File: src/rtl/jsv_pkg.sv
`default_nettype none
// ----------------------------------------------------------------------------
// jsv_pkg: shared types and constants of the JSON syntax validator
// Payload structs, parse modes, status and error codes.
// ----------------------------------------------------------------------------
package jsv_pkg;

  typedef struct packed {
    logic [7:0] text_byte;
    logic       last;
  } in_item_t;

  typedef struct packed {
    logic [1:0] status;
    logic [4:0] error_code;
  } out_item_t;

  typedef enum logic [4:0] {
    M_TOP_VALUE = 5'd0,  M_ARR_FIRST = 5'd1,  M_ARR_NEXT = 5'd2,
    M_OBJ_VALUE = 5'd3,  M_OBJ_FIRST = 5'd4,  M_OBJ_COMMA = 5'd5,
    M_OBJ_KEY = 5'd6,    M_OBJ_COLON = 5'd7,  M_ARR_AFTER = 5'd8,
    M_OBJ_AFTER = 5'd9,  M_TOP_AFTER = 5'd10, M_STR = 5'd11,
    M_STR_ESC = 5'd12,   M_STR_HEX = 5'd13,   M_KEY = 5'd14,
    M_KEY_ESC = 5'd15,   M_KEY_HEX = 5'd16,   M_LIT_TRUE = 5'd17,
    M_LIT_FALSE = 5'd18, M_LIT_NULL = 5'd19,  M_NUM_SIGN = 5'd20,
    M_NUM_ZERO = 5'd21,  M_NUM_INT = 5'd22,   M_NUM_DOT = 5'd23,
    M_NUM_FRAC = 5'd24,  M_NUM_E = 5'd25,     M_NUM_ESIGN = 5'd26,
    M_NUM_EXP = 5'd27
  } mode_t;

  localparam logic [1:0] ST_PENDING   = 2'd0;
  localparam logic [1:0] ST_ACCEPTED  = 2'd1;
  localparam logic [1:0] ST_REJECTED  = 2'd2;
  localparam logic [1:0] ST_DISCARDED = 2'd3;

  localparam logic [4:0] E_NONE      = 5'd0;
  localparam logic [4:0] E_END       = 5'd1;
  localparam logic [4:0] E_CHAR      = 5'd2;
  localparam logic [4:0] E_TOKEN     = 5'd3;
  localparam logic [4:0] E_DEPTH     = 5'd4;
  localparam logic [4:0] E_STR_END   = 5'd5;
  localparam logic [4:0] E_STR_CTRL  = 5'd6;
  localparam logic [4:0] E_ESC_END   = 5'd7;
  localparam logic [4:0] E_ESC_BAD   = 5'd8;
  localparam logic [4:0] E_HEX_SHORT = 5'd9;
  localparam logic [4:0] E_HEX_BAD   = 5'd10;
  localparam logic [4:0] E_NUM       = 5'd11;
  localparam logic [4:0] E_NUM_FRAC  = 5'd12;
  localparam logic [4:0] E_NUM_EXP   = 5'd13;
  localparam logic [4:0] E_ARR_SEP   = 5'd14;
  localparam logic [4:0] E_ARR_END   = 5'd15;
  localparam logic [4:0] E_OBJ_KEY   = 5'd16;
  localparam logic [4:0] E_OBJ_COLON = 5'd17;
  localparam logic [4:0] E_OBJ_SEP   = 5'd18;
  localparam logic [4:0] E_OBJ_END   = 5'd19;
  localparam logic [4:0] E_TRAILING  = 5'd20;

  localparam logic [10:0] MAX_NESTING_RESET = 11'd1024;
  localparam logic [7:0]  CTRL_LIMIT = 8'h20;

  // byte class, computed by the front end
  typedef struct packed {
    logic blank;
    logic dig;
    logic hex;
    logic ctrl;
  } cls_t;

  typedef struct packed {
    logic [7:0] c;
    logic       last;
    cls_t       cls;
  } cmd_t;

  function automatic logic [7:0] lit_char(input logic [1:0] k, input logic [2:0] i);
    logic [7:0] r;
    r = 8'h00;
    case (k)
      2'd0: case (i) 3'd0: r = "t"; 3'd1: r = "r"; 3'd2: r = "u"; 3'd3: r = "e";
              default: r = 8'h00; endcase
      2'd1: case (i) 3'd0: r = "f"; 3'd1: r = "a"; 3'd2: r = "l"; 3'd3: r = "s";
              3'd4: r = "e"; default: r = 8'h00; endcase
      2'd2: case (i) 3'd0: r = "n"; 3'd1: r = "u"; 3'd2: r = "l"; 3'd3: r = "l";
              default: r = 8'h00; endcase
      default: r = 8'h00;
    endcase
    return r;
  endfunction

  function automatic logic [2:0] lit_len(input logic [1:0] k);
    return (k == 2'd1) ? 3'd5 : 3'd4;
  endfunction

endpackage
`default_nettype wire

File: src/rtl/jsv_front.sv
`default_nettype none
// ----------------------------------------------------------------------------
// jsv_front: input stage
// Registers incoming bytes with their character class into a two-entry queue.
// ----------------------------------------------------------------------------
module jsv_front (
  input  wire logic             clk,
  input  wire logic             rst,
  input  wire jsv_pkg::in_item_t in_item,
  input  wire logic             push,
  output logic                  full,
  output jsv_pkg::cmd_t         cmd,
  output logic                  cmd_valid,
  input  wire logic             cmd_take
);

  jsv_pkg::cmd_t q [2];
  logic          rd_ptr, wr_ptr;
  logic [1:0]    count;
  jsv_pkg::cmd_t c_in;
  logic [7:0]    b;
  logic          wr, rd;

  always_comb begin
    b = in_item.text_byte;
    c_in.c = b;
    c_in.last = in_item.last;
    c_in.cls.blank = (b == 8'h20) || (b == 8'h09) || (b == 8'h0a) || (b == 8'h0d);
    c_in.cls.dig = (b >= "0") && (b <= "9");
    c_in.cls.hex = c_in.cls.dig || ((b >= "a") && (b <= "f")) || ((b >= "A") && (b <= "F"));
    c_in.cls.ctrl = b < jsv_pkg::CTRL_LIMIT;
  end

  assign full = (count == 2'd2);
  assign wr = push && !full;
  assign cmd_valid = (count != 2'd0);
  assign rd = cmd_take && cmd_valid;
  assign cmd = q[rd_ptr];

  always_ff @(posedge clk) begin
    if (wr) q[wr_ptr] <= c_in;
  end

  always_ff @(posedge clk) begin
    if (rst) begin
      rd_ptr <= 1'b0;
      wr_ptr <= 1'b0;
      count <= 2'd0;
    end else begin
      if (wr) wr_ptr <= ~wr_ptr;
      if (rd) rd_ptr <= ~rd_ptr;
      count <= count + {1'b0, wr} - {1'b0, rd};
    end
  end

endmodule
`default_nettype wire

File: src/rtl/jsv_back.sv
`default_nettype none
// ----------------------------------------------------------------------------
// jsv_back: parse engine
// One byte per cycle through the parse state machine unless the two-entry
// result queue is full; the stack top is kept in a register, the rest in memory.
// ----------------------------------------------------------------------------
module jsv_back #(
  parameter int MAX_NEST = 1024
) (
  input  wire logic              clk,
  input  wire logic              rst,
  input  wire jsv_pkg::cmd_t     cmd,
  input  wire logic              cmd_valid,
  output logic                   cmd_take,
  input  wire logic [10:0]       max_nesting,
  output jsv_pkg::out_item_t     res,
  output logic                   empty,
  input  wire logic              pop,
  output logic                   busy
);

  localparam int LW = $clog2(MAX_NEST + 2);
  localparam int AW = $clog2(MAX_NEST + 1);

  logic stack [MAX_NEST + 1];
  logic top_bit;            // stack[level-1], kept as a register
  logic prev_bit;           // stack[level-2], read from memory
  logic [AW-1:0] rd_addr;

  jsv_pkg::mode_t mode, mode_next;
  logic [LW-1:0]  level, level_next;
  logic [2:0]     lit_idx, lit_idx_next;
  logic [2:0]     hex_cnt, hex_cnt_next;
  logic           bad_hex, bad_hex_next;
  logic           err_l, err_l_next;
  logic           top_next;
  logic           push_en, push_val, pop_en;
  logic [LW-1:0]  limit;
  logic [1:0]     st;
  logic [4:0]     code;

  jsv_pkg::out_item_t oq [2];
  logic           o_rd, o_wr;
  logic [1:0]     o_cnt;
  logic           fire;

  assign limit = (max_nesting > 11'(MAX_NEST)) ? LW'(MAX_NEST) : LW'(max_nesting);
  assign fire = cmd_valid && (o_cnt != 2'd2);
  assign cmd_take = fire;
  assign empty = (o_cnt == 2'd0);
  assign res = oq[o_rd];
  assign busy = cmd_valid || !empty;

  // prev_bit holds stack[level-2]; its read address is formed from level_next
  assign rd_addr = (level_next >= LW'(2)) ? AW'(level_next - LW'(2)) : '0;

  always_comb begin
    logic [7:0] c;
    jsv_pkg::cls_t k;
    logic again, cont;
    logic [4:0] err;
    logic [1:0] lk;
    logic [2:0] h;
    logic top_eff;
    logic [LW-1:0] lvl;
    jsv_pkg::mode_t m;
    c = cmd.c;
    k = cmd.cls;
    again = 1'b0;
    err = jsv_pkg::E_NONE;
    m = mode;
    lvl = level;
    top_eff = top_bit;
    lit_idx_next = lit_idx;
    hex_cnt_next = hex_cnt;
    bad_hex_next = bad_hex;
    push_en = 1'b0;
    push_val = 1'b0;
    pop_en = 1'b0;
    lk = 2'd0;
    h = 3'd0;
    for (int pass = 0; pass < 2; pass++) begin
      cont = (pass == 0) || (again && err == jsv_pkg::E_NONE);
      if (cont) begin
        again = 1'b0;
        case (m)
          jsv_pkg::M_TOP_VALUE, jsv_pkg::M_OBJ_VALUE,
          jsv_pkg::M_ARR_FIRST, jsv_pkg::M_ARR_NEXT: begin
            if (k.blank) begin
            end else if (c == "]" && m == jsv_pkg::M_ARR_FIRST) begin
              pop_en = 1'b1;
              lvl = lvl - LW'(1);
              m = (lvl == '0) ? jsv_pkg::M_TOP_AFTER :
                  (prev_bit ? jsv_pkg::M_OBJ_AFTER : jsv_pkg::M_ARR_AFTER);
            end else if ((m == jsv_pkg::M_ARR_FIRST || m == jsv_pkg::M_ARR_NEXT)
                         && lvl > limit) begin
              err = jsv_pkg::E_DEPTH;
            end else if (c == "{" || c == "[") begin
              if (lvl > LW'(MAX_NEST)) err = jsv_pkg::E_DEPTH;
              else begin
                push_en = 1'b1;
                push_val = (c == "{");
                lvl = lvl + LW'(1);
                m = (c == "{") ? jsv_pkg::M_OBJ_FIRST : jsv_pkg::M_ARR_FIRST;
              end
            end else if (c == "\"") m = jsv_pkg::M_STR;
            else if (c == "t") begin m = jsv_pkg::M_LIT_TRUE; lit_idx_next = 3'd1; end
            else if (c == "f") begin m = jsv_pkg::M_LIT_FALSE; lit_idx_next = 3'd1; end
            else if (c == "n") begin m = jsv_pkg::M_LIT_NULL; lit_idx_next = 3'd1; end
            else if (c == "-") m = jsv_pkg::M_NUM_SIGN;
            else if (c == "0") m = jsv_pkg::M_NUM_ZERO;
            else if (k.dig) m = jsv_pkg::M_NUM_INT;
            else err = jsv_pkg::E_CHAR;
          end
          jsv_pkg::M_OBJ_FIRST, jsv_pkg::M_OBJ_KEY: begin
            if (k.blank) begin
            end else if (c == "}" && m == jsv_pkg::M_OBJ_FIRST) begin
              pop_en = 1'b1;
              lvl = lvl - LW'(1);
              m = (lvl == '0) ? jsv_pkg::M_TOP_AFTER :
                  (prev_bit ? jsv_pkg::M_OBJ_AFTER : jsv_pkg::M_ARR_AFTER);
            end else if (c == "\"") m = jsv_pkg::M_KEY;
            else err = jsv_pkg::E_OBJ_KEY;
          end
          jsv_pkg::M_OBJ_COMMA: begin
            if (k.blank) m = jsv_pkg::M_OBJ_KEY;
            else if (c == "\"") m = jsv_pkg::M_KEY;
            else err = jsv_pkg::E_OBJ_KEY;
          end
          jsv_pkg::M_OBJ_COLON: begin
            if (k.blank) begin
            end else if (c != ":") err = jsv_pkg::E_OBJ_COLON;
            else if (lvl > limit) err = jsv_pkg::E_DEPTH;
            else m = jsv_pkg::M_OBJ_VALUE;
          end
          jsv_pkg::M_ARR_AFTER, jsv_pkg::M_OBJ_AFTER: begin
            if (k.blank) begin
            end else if (c == ",") begin
              m = (m == jsv_pkg::M_ARR_AFTER) ? jsv_pkg::M_ARR_NEXT : jsv_pkg::M_OBJ_COMMA;
            end else if ((c == "]" && m == jsv_pkg::M_ARR_AFTER) ||
                         (c == "}" && m == jsv_pkg::M_OBJ_AFTER)) begin
              pop_en = 1'b1;
              lvl = lvl - LW'(1);
              m = (lvl == '0) ? jsv_pkg::M_TOP_AFTER :
                  (prev_bit ? jsv_pkg::M_OBJ_AFTER : jsv_pkg::M_ARR_AFTER);
            end else err = (m == jsv_pkg::M_ARR_AFTER) ? jsv_pkg::E_ARR_SEP
                                                       : jsv_pkg::E_OBJ_SEP;
          end
          jsv_pkg::M_TOP_AFTER: if (!k.blank) err = jsv_pkg::E_TRAILING;
          jsv_pkg::M_STR, jsv_pkg::M_KEY: begin
            if (c == "\"") begin
              if (m == jsv_pkg::M_KEY) m = jsv_pkg::M_OBJ_COLON;
              else m = (lvl == '0) ? jsv_pkg::M_TOP_AFTER :
                       (top_eff ? jsv_pkg::M_OBJ_AFTER : jsv_pkg::M_ARR_AFTER);
            end else if (c == "\\") begin
              m = (m == jsv_pkg::M_KEY) ? jsv_pkg::M_KEY_ESC : jsv_pkg::M_STR_ESC;
            end else if (k.ctrl) err = jsv_pkg::E_STR_CTRL;
          end
          jsv_pkg::M_STR_ESC, jsv_pkg::M_KEY_ESC: begin
            if (c == "\"" || c == "\\" || c == "/" || c == "b" || c == "f" ||
                c == "n" || c == "r" || c == "t") begin
              m = (m == jsv_pkg::M_KEY_ESC) ? jsv_pkg::M_KEY : jsv_pkg::M_STR;
            end else if (c == "u") begin
              m = (m == jsv_pkg::M_KEY_ESC) ? jsv_pkg::M_KEY_HEX : jsv_pkg::M_STR_HEX;
              hex_cnt_next = 3'd0;
              bad_hex_next = 1'b0;
            end else err = jsv_pkg::E_ESC_BAD;
          end
          jsv_pkg::M_STR_HEX, jsv_pkg::M_KEY_HEX: begin
            bad_hex_next = bad_hex || !k.hex;
            h = hex_cnt + 3'd1;
            hex_cnt_next = h;
            if (h >= 3'd4) begin
              hex_cnt_next = 3'd0;
              if (bad_hex_next) err = jsv_pkg::E_HEX_BAD;
              else m = (m == jsv_pkg::M_KEY_HEX) ? jsv_pkg::M_KEY : jsv_pkg::M_STR;
            end
          end
          jsv_pkg::M_LIT_TRUE, jsv_pkg::M_LIT_FALSE, jsv_pkg::M_LIT_NULL: begin
            lk = (m == jsv_pkg::M_LIT_TRUE) ? 2'd0 :
                 (m == jsv_pkg::M_LIT_FALSE) ? 2'd1 : 2'd2;
            if (lit_idx >= jsv_pkg::lit_len(lk) || c != jsv_pkg::lit_char(lk, lit_idx))
              err = jsv_pkg::E_TOKEN;
            else if (lit_idx + 3'd1 >= jsv_pkg::lit_len(lk)) begin
              lit_idx_next = 3'd0;
              m = (lvl == '0) ? jsv_pkg::M_TOP_AFTER :
                  (top_eff ? jsv_pkg::M_OBJ_AFTER : jsv_pkg::M_ARR_AFTER);
            end else lit_idx_next = lit_idx + 3'd1;
          end
          jsv_pkg::M_NUM_SIGN: begin
            if (!k.dig) err = jsv_pkg::E_NUM;
            else m = (c == "0") ? jsv_pkg::M_NUM_ZERO : jsv_pkg::M_NUM_INT;
          end
          jsv_pkg::M_NUM_DOT: begin
            if (!k.dig) err = jsv_pkg::E_NUM_FRAC;
            else m = jsv_pkg::M_NUM_FRAC;
          end
          jsv_pkg::M_NUM_E, jsv_pkg::M_NUM_ESIGN: begin
            if ((c == "+" || c == "-") && m == jsv_pkg::M_NUM_E) m = jsv_pkg::M_NUM_ESIGN;
            else if (!k.dig) err = jsv_pkg::E_NUM_EXP;
            else m = jsv_pkg::M_NUM_EXP;
          end
          jsv_pkg::M_NUM_INT, jsv_pkg::M_NUM_ZERO,
          jsv_pkg::M_NUM_FRAC, jsv_pkg::M_NUM_EXP: begin
            if (k.dig && m != jsv_pkg::M_NUM_ZERO) begin
            end else if (c == "." && (m == jsv_pkg::M_NUM_INT || m == jsv_pkg::M_NUM_ZERO))
              m = jsv_pkg::M_NUM_DOT;
            else if ((c == "e" || c == "E") && m != jsv_pkg::M_NUM_EXP)
              m = jsv_pkg::M_NUM_E;
            else begin
              m = (lvl == '0) ? jsv_pkg::M_TOP_AFTER :
                  (top_eff ? jsv_pkg::M_OBJ_AFTER : jsv_pkg::M_ARR_AFTER);
              again = 1'b1;
            end
          end
          default: begin
            m = jsv_pkg::M_TOP_VALUE;
            err = jsv_pkg::E_CHAR;
          end
        endcase
      end
    end

    if (err == jsv_pkg::E_NONE && cmd.last) begin
      if (m == jsv_pkg::M_NUM_ZERO || m == jsv_pkg::M_NUM_INT ||
          m == jsv_pkg::M_NUM_FRAC || m == jsv_pkg::M_NUM_EXP)
        m = (lvl == '0) ? jsv_pkg::M_TOP_AFTER :
            (top_eff ? jsv_pkg::M_OBJ_AFTER : jsv_pkg::M_ARR_AFTER);
      case (m)
        jsv_pkg::M_TOP_VALUE, jsv_pkg::M_OBJ_VALUE: err = jsv_pkg::E_END;
        jsv_pkg::M_ARR_FIRST, jsv_pkg::M_ARR_NEXT: err = jsv_pkg::E_ARR_END;
        jsv_pkg::M_OBJ_FIRST, jsv_pkg::M_OBJ_COMMA: err = jsv_pkg::E_OBJ_END;
        jsv_pkg::M_OBJ_KEY: err = jsv_pkg::E_OBJ_KEY;
        jsv_pkg::M_OBJ_COLON: err = jsv_pkg::E_OBJ_COLON;
        jsv_pkg::M_ARR_AFTER: err = jsv_pkg::E_ARR_SEP;
        jsv_pkg::M_OBJ_AFTER: err = jsv_pkg::E_OBJ_SEP;
        jsv_pkg::M_TOP_AFTER: err = jsv_pkg::E_NONE;
        jsv_pkg::M_STR, jsv_pkg::M_KEY: err = jsv_pkg::E_STR_END;
        jsv_pkg::M_STR_ESC, jsv_pkg::M_KEY_ESC: err = jsv_pkg::E_ESC_END;
        jsv_pkg::M_STR_HEX, jsv_pkg::M_KEY_HEX: err = jsv_pkg::E_HEX_SHORT;
        jsv_pkg::M_LIT_TRUE, jsv_pkg::M_LIT_FALSE, jsv_pkg::M_LIT_NULL:
          err = jsv_pkg::E_TOKEN;
        jsv_pkg::M_NUM_SIGN: err = jsv_pkg::E_NUM;
        jsv_pkg::M_NUM_DOT: err = jsv_pkg::E_NUM_FRAC;
        default: err = jsv_pkg::E_NUM_EXP;
      endcase
    end

    if (err_l) begin
      st = jsv_pkg::ST_DISCARDED;
      code = jsv_pkg::E_NONE;
    end else if (err != jsv_pkg::E_NONE) begin
      st = jsv_pkg::ST_REJECTED;
      code = err;
    end else begin
      st = cmd.last ? jsv_pkg::ST_ACCEPTED : jsv_pkg::ST_PENDING;
      code = jsv_pkg::E_NONE;
    end

    // state updates are frozen once an error is raised or latched, until a last byte clears the state
    if (err_l || err != jsv_pkg::E_NONE) begin
      mode_next = mode;
      level_next = level;
      lit_idx_next = lit_idx;
      hex_cnt_next = hex_cnt;
      bad_hex_next = (err == jsv_pkg::E_NONE || err_l) ? bad_hex : bad_hex_next;
      push_en = 1'b0;
      pop_en = 1'b0;
      err_l_next = 1'b1;
      top_next = top_bit;
    end else begin
      mode_next = m;
      level_next = lvl;
      err_l_next = err_l;
      top_next = push_en ? push_val : (pop_en ? prev_bit : top_bit);
    end
    if (!fire) begin
      mode_next = mode;
      level_next = level;
      lit_idx_next = lit_idx;
      hex_cnt_next = hex_cnt;
      bad_hex_next = bad_hex;
      err_l_next = err_l;
      top_next = top_bit;
      push_en = 1'b0;
      pop_en = 1'b0;
    end else if (cmd.last) begin
      mode_next = jsv_pkg::M_TOP_VALUE;
      level_next = '0;
      lit_idx_next = 3'd0;
      hex_cnt_next = 3'd0;
      bad_hex_next = 1'b0;
      err_l_next = 1'b0;
      push_en = 1'b0;
    end
  end

  always_ff @(posedge clk) begin
    if (push_en) stack[AW'(level)] <= push_val;
    prev_bit <= (push_en && level_next >= LW'(2) && AW'(level) == rd_addr) ? push_val
                : stack[rd_addr];
  end

  always_ff @(posedge clk) begin
    if (rst) begin
      mode <= jsv_pkg::M_TOP_VALUE;
      level <= '0;
      lit_idx <= 3'd0;
      hex_cnt <= 3'd0;
      bad_hex <= 1'b0;
      err_l <= 1'b0;
      top_bit <= 1'b0;
    end else begin
      mode <= mode_next;
      level <= level_next;
      lit_idx <= lit_idx_next;
      hex_cnt <= hex_cnt_next;
      bad_hex <= bad_hex_next;
      err_l <= err_l_next;
      top_bit <= top_next;
    end
  end

  assign o_wr = 1'b0;

  always_ff @(posedge clk) begin
    if (fire) oq[o_rd ^ o_cnt[0]] <= '{status: st, error_code: code};
  end

  always_ff @(posedge clk) begin
    if (rst) begin
      o_rd <= 1'b0;
      o_cnt <= 2'd0;
    end else begin
      if (pop && !empty) o_rd <= ~o_rd;
      o_cnt <= o_cnt + {1'b0, fire} - {1'b0, (pop && !empty)} + {1'b0, o_wr};
    end
  end

endmodule
`default_nettype wire

File: src/rtl/json_syntax_validator.sv
`default_nettype none
// ----------------------------------------------------------------------------
// json_syntax_validator: streaming JSON syntax check
// Bytes of one document go in through a queue port (push/full); every byte
// produces one status/error result on the result queue port (empty/pop).
// A byte with last set ends the document; parse state then clears.
// A pushed byte is registered in the input queue, then its result in the
// result queue. Throughput: one byte per cycle while the result queue has
// room; the parse engine reads the container stack top from a register and
// the entry below it from the stack memory, addressed from the next level.
// Reset clears all control state and sets max_nesting to 1024; the stack
// memory is not cleared since only entries written in the current document
// are read. If pop stays low, the two-entry result queue fills, the engine
// stalls, its two-entry input queue fills and full rises.
// Register 0 (byte address 0): max_nesting, 11 bits, write while idle.
// ----------------------------------------------------------------------------
module json_syntax_validator #(
  parameter int MAX_NEST = 1024
) (
  input  wire logic                clk,
  input  wire logic                rst,
  input  wire jsv_pkg::in_item_t   in_item,
  input  wire logic                push,
  output logic                     full,
  output jsv_pkg::out_item_t       out_item,
  output logic                     empty,
  input  wire logic                pop,
  input  wire logic                psel,
  input  wire logic                penable,
  input  wire logic                pwrite,
  input  wire logic [0:0]          paddr,
  input  wire logic [31:0]         pwdata,
  output logic [31:0]              prdata,
  output logic                     pready
);

  jsv_pkg::cmd_t cmd;
  logic          cmd_valid, cmd_take, busy;
  logic [10:0]   max_nesting;

  assign pready = 1'b1;
  assign prdata = {21'd0, max_nesting};

  always_ff @(posedge clk) begin
    if (rst) max_nesting <= jsv_pkg::MAX_NESTING_RESET;
    else if (psel && penable && pwrite && paddr == 1'b0) max_nesting <= pwdata[10:0];
  end

  jsv_front u_front (
    .clk, .rst, .in_item, .push, .full,
    .cmd, .cmd_valid, .cmd_take
  );

  jsv_back #(.MAX_NEST(MAX_NEST)) u_back (
    .clk, .rst, .cmd, .cmd_valid, .cmd_take, .max_nesting,
    .res(out_item), .empty, .pop, .busy
  );

`ifndef SYNTHESIS
  a_res_known: assert property (@(posedge clk) disable iff (rst)
    !empty |-> (out_item.status == jsv_pkg::ST_REJECTED) == (out_item.error_code != 5'd0))
    else $error("error code without rejection");
  a_stall_hold: assert property (@(posedge clk) disable iff (rst)
    (!empty && !pop) |=> !empty)
    else $error("result lost while stalled");
  a_busy: assert property (@(posedge clk) disable iff (rst)
    (push && !full) |=> busy)
    else $error("accepted byte not tracked");
`endif

endmodule
`default_nettype wire
File: config.mk
export PLATFORM = sky130hd
export DESIGN_NAME = json_syntax_validator
export DESIGN_NICKNAME = d
export VERILOG_FILES = /design/src/rtl/jsv_pkg.sv /design/src/rtl/jsv_front.sv /design/src/rtl/jsv_back.sv /design/src/rtl/json_syntax_validator.sv
export SDC_FILE = /design/constraint.sdc
export NUM_CORES = 2
export LEC_CHECK = 0
export BUFFER_PORTS_ARGS = -buffer_cell sky130_fd_sc_hd__clkbuf_2
export CORE_MARGIN = 8
export CORE_UTILIZATION = 42
export DETAILED_ROUTE_END_ITERATION = 10
export PLACE_DENSITY_LB_ADDON = 0.3
export SETUP_SLACK_MARGIN = 0.05
export SYNTH_ARGS = -nofsm -noshare
export SYNTH_HDL_FRONTEND = slang
export SYNTH_SLANG_ARGS = --single-unit
File: constraint.sdc
create_clock -name clk -period 51.3 [get_ports clk]
set_input_delay 5.13 -clock clk [delete_from_list [all_inputs] [get_ports clk]]
set_output_delay 5.13 -clock clk [all_outputs]
set_load 0.005 [all_outputs]
# == Word level (Yosys, flattened, before mapping) ==
# Memories as Yosys holds them, arrays and structs flattened. A register that Yosys moved wholly into a read port is not among the register bits.
# Cells that the tools add are included.
# classes
addsub,11
magnitude_cmp,18
eq_ne,101
muxes,335
n_bitwise,6
reduce_logical,103
# ops
operator,count
$mux W5,153
$mux W11,26
$pmux W5 S14,4
$eq A5 B5 Y1 const B,28
$mux W3,41
$eq A8 B7 Y1 const B,13
$eq A5 B4 Y1 const B,16
$mux W1,75
$pmux W11 S3,2
$eq A8 B6 Y1 const B,8
$logic_not A11 Y1,5
$pmux W8 S3,2
$eq A5 B3 Y1 const B,8
$pmux W7 S5,1
$gt A11 B11 Y1 const B,3
$logic_and A1 B1 Y1,30
$logic_or A1 B1 Y1,29
$pmux W7 S4,1
$mux W2,13
$reduce_or A2 Y1,13
$logic_not A5 Y1,5
$eq A8 B4 Y1 const B,3
$mux W8,3
$pmux W3 S2,4
other kinds (43),88
# word_totals
ff_bits,43
mem_bits_rw,1065
romBits,160
wordCells,591
memories,4
# memory_table
memory,depth,width,read_ports,rd_ports_with_merged_regs,write_ports,line_no,rtl
u_back.stack,1025,1,1,1,1,jsv_back.sv:25,logic stack [MAX_NEST + 1];
(name not given),32,5,1,0,0,jsv_back.sv:229,case (m)
u_front.q,2,13,1,1,1,jsv_front.sv:17,jsv_pkg::cmd_t q [2];
u_back.oq,2,7,1,1,1,jsv_back.sv:42,jsv_pkg::out_item_t oq [2];

# == Longest topological paths before layout ==
# An unclocked memory read counts as a cell.
# depth
depth_word,40
ltp_mapped,52
ltp_nobuf,44

# == By module ==
# From an unflattened synthesis, not the netlist that was laid out.
# hier_totals
hier_cells,4840
hier_area_um2,55155.4
# modules_own_cells
mod,n_inst,cells_each,area_each_um2
jsv_back,1,4685,53206.0
jsv_front,1,83,1272.5
json_syntax_validator,1,72,676.9

# == Worst setup path after synthesis ==
# OpenSTA, ideal clock, no wires.
# synth_timing
kind,reg2reg
startpoint,register max_nesting[10]
endpoint,memory u_back.stack[0] (data pin)
setup_time_ns,7.764
arrival_ns,40.510
required_time_ns,43.536
slack_ns,3.026
path_stages_with_launch,10
path_buffers,1
synth_period_minus_slack_ns,48.274
cell_sequence,dfxtp_1 inv_1 clkbuf_1 nand2_1 ha_1 a211oi_1 nor2_1 a2111oi_0 nor2_1 nor3_1
# synth_between
elab_chain_len,16
elab_cells_between_ends,45
# synth_rtl
element,line_no,rtl
start: declaration,json_syntax_validator.sv:39,logic [10:0] max_nesting;
start signal: assignment,json_syntax_validator.sv:45,if (rst) max_nesting <= jsv_pkg::MAX_NESTING_RESET;
start signal: assignment,json_syntax_validator.sv:46,else if (psel && penable && pwrite && paddr == 1'b0) max_nesting <= pwdata[10:0];
$gt A11 B11 Y1,jsv_back.sv:47,assign limit = (max_nesting > 11'(MAX_NEST)) ? LW'(MAX_NEST) : LW'(max_nesting);
$mux W11 (*),jsv_back.sv:47,
$gt A11 B11 Y1,"jsv_back.sv:96, jsv_back.sv:133",
$logic_and A1 B1 Y1,jsv_back.sv:96,&& lvl > limit) begin
$mux W11 or $mux W5 (tied branches),jsv_back.sv:95,end else if ((m == jsv_pkg::M_ARR_FIRST || m == jsv_pkg::M_ARR_NEXT)
$mux W11 or $mux W5 (tied branches),jsv_back.sv:90,"end else if (c == ""]"" && m == jsv_pkg::M_ARR_FIRST) begin"
$mux W11 or $mux W5 (tied branches),jsv_back.sv:89,if (k.blank) begin
$pmux W11 S3 or $pmux W5 S14 (tied branches),jsv_back.sv:86,case (m)
$gt A11 B11 Y1 (tied with other cells),jsv_back.sv:99,if (lvl > LW'(MAX_NEST)) err = jsv_pkg::E_DEPTH;
$mux W1 or $logic_or A1 B1 Y1 (tied branches),"jsv_back.sv:99, jsv_back.sv:95",
$mux W1 or $logic_and A1 B1 Y1 (tied branches),"jsv_back.sv:98, jsv_back.sv:96",
$mux W1,jsv_back.sv:95,
$mux W1,jsv_back.sv:90,
$mux W1,jsv_back.sv:89,
$mux W1,jsv_back.sv:86,
$mux W1 (*),jsv_back.sv:84,if (cont) begin
via u_back.push_val,jsv_back.sv:37,"logic push_en, push_val, pop_en;"
end: declaration,jsv_back.sv:25,
# The timed path passes the listed nets; every way through them passes the cells marked *.

# == Worst setup path in the final report ==
# layout_timing
startpoint,register u_back.level[0]
endpoint,"register u_back.prev_bit, read port of u_back.stack"
# layout_between
elab_chain_len,35
elab_cells_between_ends,242
# layout_rtl
element,line_no,rtl
start: declaration,jsv_back.sv:31,"logic [LW-1:0] level, level_next;"
start signal: assignment,jsv_back.sv:315,level <= level_next;
"parallel branches: the longest is 32 deep, another holds $sub A11 B1 Y11",-,
$mux W11 (*),jsv_back.sv:277,if (!fire) begin
$sub A11 B2 Y11 or $ge A11 B2 Y1 (tied branches),jsv_back.sv:55,assign rd_addr = (level_next >= LW'(2)) ? AW'(level_next - LW'(2)) : '0;
$mux W11 (*),jsv_back.sv:55,
end: declaration,jsv_back.sv:27,logic prev_bit;
# Mark *: on every way between the ends. The select of a mux whose other input is x is not followed.
# A chain may end at the register's enable or synchronous reset.

==> flow_metrics.env <==
export IMPL_synth_compound_area_frac=0.1367
export IMPL_port_buffers=47
export IMPL_yosysSeqAreaShare=0.5871
export IMPL_synth_top_area_frac=0.5707
export IMPL_path_class="reg2reg"
export IMPL_cpPeakStageDelay_ps=870
export IMPL_drcViolationCount=0
export IMPL_dieArea_um2=145400
export IMPL_rr_worst_depth=43
export IMPL_htree_levels=3
export IMPL_yosys_mux_area_fraction=0.05100
export IMPL_first_global_vias=40610
export IMPL_cts_clk_slew_worst_paths_ps=60
export IMPL_first_pass_iters=6
export IMPL_clock_path_buffers=3
export IMPL_synthArstFlopShare=0
export IMPL_grt_antenna_before_repair=3
export IMPL_tightestPinTransition_ps=1363
export IMPL_vias=43990
export IMPL_routed_wirelength_um=190100
export IMPL_root_buffer="clkbuf_16"
export IMPL_crit_path_end_kind="register"
export IMPL_grt_max_degree=220
export IMPL_syn_inst=5243
export IMPL_start_kind="register"
export IMPL_viasPerCell=6.326
export IMPL_critPathArrivalTime_ps=15520
export IMPL_power_density_nw_per_um2=46.55
export IMPL_synth_area_leaders="edfxtp_1, nor2_1, mux2i_1"
export IMPL_initial_utilization=0.4215
export IMPL_fmax_mhz=66.94
export IMPL_finClkSkew_ps=63.35
export IMPL_synthSimpleGateAreaFrac=0.1728
export IMPL_drv_cap=0
export IMPL_rsz0062_at_grt="false"
export IMPL_synth_ff_type="edfxtp_1"
export IMPL_pre_cts_slack_ps=36880
export IMPL_synthesis_area_um2=56040
export IMPL_worst_path_max_fanout=41
export IMPL_place_area_um2=57850
export IMPL_leakage_nw=17.62
export IMPL_min_delay_path_depth=2
export IMPL_cts_tree="yes"
export IMPL_first_iter_violations=6508
export IMPL_relSlewSlack=0.08731
export IMPL_cts_buffers_inserted=115
export IMPL_layout_drive_gt1_share=0.09838
export IMPL_grt_pass1_wl_um=274500
export IMPL_place_congestion=0.9304
export IMPL_clock_latency_ps=750
export IMPL_fin_crit_ps=14940
export IMPL_synth_fa_ha_area_frac=0.008484
export IMPL_dpl_hpwl_um=113400
export IMPL_core_um2=133000
export IMPL_outcome="finished, final reports clean"
export IMPL_io_pins=91
export IMPL_finalHoldViolCount=0
export IMPL_stdcell_area_um2=61430
export IMPL_die_x_um=381.3
export IMPL_cts_sinks=1111
export IMPL_avgSynthCellArea_um2=10.69
export IMPL_grt_total_usage=0.2487
export IMPL_fin_ws_ps=36360
export IMPL_cp_slowest_cell="o311ai_0"
export IMPL_drtAntennaViolNets=0
export IMPL_dieHeight_um=381.3
export IMPL_area_growth_pct=9.619
export IMPL_post_cts_buffers=0
export IMPL_final_nets=5180
export IMPL_fin_crit_sh=0.2912
export IMPL_post_cts_resized=0
export IMPL_finalSetupViolCount=0
export IMPL_rows=134
export IMPL_wire_per_inst_um=27.35
export IMPL_required_ps=51880
export IMPL_yosysUniqueCellTypes=113
export IMPL_crit_top_cell="inv_1"
export IMPL_yosysWarnings=0
export IMPL_synth_edf_count=1065
export IMPL_cts_hold_buf=0
export IMPL_overflow=0
export IMPL_drv_slew=0
export IMPL_synth_seq_cells=1111
export IMPL_synth_area_leader_cell="edfxtp_1"
export IMPL_finalSetupTns_ps=0
export IMPL_worstHoldPathType="reg2reg"
export IMPL_ir_drop_mv=0.06658
export IMPL_synth_xor_area_frac=0.005001
export IMPL_synth_top_family_by_area="simple AND/OR/NAND/NOR gates"
## worst max-delay path, delay by kind of cell (launching register included)
family / cells / cell delay [ps]
compound gates: 15 / 6130
simple gates: 17 / 4740
buf+inv: 7 / 2100
fa+ha+maj: 3 / 1040
flops: 1 / 390
xor+xnor: 1 / 250
## synthesized netlist by cell type (41+ instances only)
cell type	number
dfxtp_1	46
nor3_1	100
mux2i_1	164
o211ai_1	72
clkbuf_1	347
a211oi_1	78
nor2_1	1197
or3_1	49
o21ai_0	208
mux2_2	54
a31oi_1	52
nand2_1	407
edfxtp_1	1065
inv_1	51
nor2b_1	41
o22ai_1	41
a21oi_1	216
buf_2	64
nand3_1	154
## through the flow
| step | total power [mW] | hold slack (ps) | utilization | cells |
|---|---|---|---|---|
| 2_1_floorplan | 1.630 | 457.8 | - | 5263 |
| 4_1_cts | 2.838 | 480.5 | 0.4620 | 6952 |
| 5_1_grt | 2.939 | 510.2 | 0.4620 | 6952 |
| 6_report | 2.859 | 478.1 | 0.4620 | 6953 |
| 3_3_place_gp | 2.039 | 463.9 | 0.4351 | 6744 |
| 3_5_place_dp | 2.041 | 471.9 | 0.4351 | 6744 |
## path summary, 6_finish.rpt
kind,from,slack [ps],end
max,u_back.level[0],36360,u_back.prev_bit
min,max_nesting[6],480,max_nesting[6]
max reg2reg,u_back.level[0],36360,u_back.prev_bit
min reg2reg,max_nesting[6],480,max_nesting[6]
## per-layer routing
metal / vias to the layer above / GRT usage / share of wire
met3: 420 / 0.03853 / 0.099
met4: 2 / 0.1025 / 0.044
li1: 19060 / - / -
met5: - / 0 / 0.000068
met1: 22000 / 0.3412 / 0.40
met2: 2512 / 0.3942 / 0.45
## report_power, final
group / switching [mW] / internal [mW] / total, mW / leakage (nW)
clock: 0.360 / 0.446 / 0.805 / 1.75
sequential: 0.00994 / 0.999 / 1.01 / 8.21
combinational: 0.736 / 0.310 / 1.05 / 7.66
total: 1.11 / 1.75 / 2.86 / 17.6
## cell type report
cell class	count	area [um2]
inverters	53	201.4
multi-input cells	3630	21240
well taps	1768	2212
clock inverters	67	529.3
fillers	12330	71530
flip-flops and latches	1111	32900
repair buffers	182	1299
clock buffers	141	3044
diodes	1	2.502
## state kept, by name, summed over array words and instances, names as in the netlist, named ones only
name,flops
u_front.q,26
u_back.prev_bit,1
u_front.wr_ptr,1
u_back.oq,14
u_back.hex_cnt,3
u_back.stack,1025
u_back.lit_idx,3
u_back.bad_hex,1
u_front.count,2
u_back.o_rd,1
u_back.top_bit,1
u_back.o_cnt,2
u_back.level,11
u_front.rd_ptr,1
max_nesting,11
u_back.err_l,1
u_back.mode,5
## cell families after synthesis
group	count (synthesis)
AOI/OAI and AO/OA	1091
and+or+nand+nor	2198
xor gates and xnor gates	32
muxes	249
other	2
adders and majority gates	38
DFF	1111
buffers and inverters	522
## cell usage in the layout (no fill, tap or decap), drive strengths merged, types with 17 or more instances in the layout
master	instances
buf	135
edfxtp	1065
a21o	17
o31ai	23
mux2	62
o211ai	76
o311ai	23
clkbuf	188
mux2i	164
and2	39
nor2b	41
a2111oi	26
nand4	33
ha	38
o221ai	28
xnor2	21
a22oi	35
a221o	21
inv	58
o21ai	224
nor2	1197
a21oi	218
and3	29
clkinv	56
a221oi	22
nand3	154
o211a	22
a311oi	20
nor4	23
o22ai	41
dfxtp	46
nand2	408
nand2b	18
a31oi	52
or3	49
conb	22
a211oi	79
nor3	103
mux4	23
nand3b	18
No activity file was read; power rests on OpenSTA's default activity.
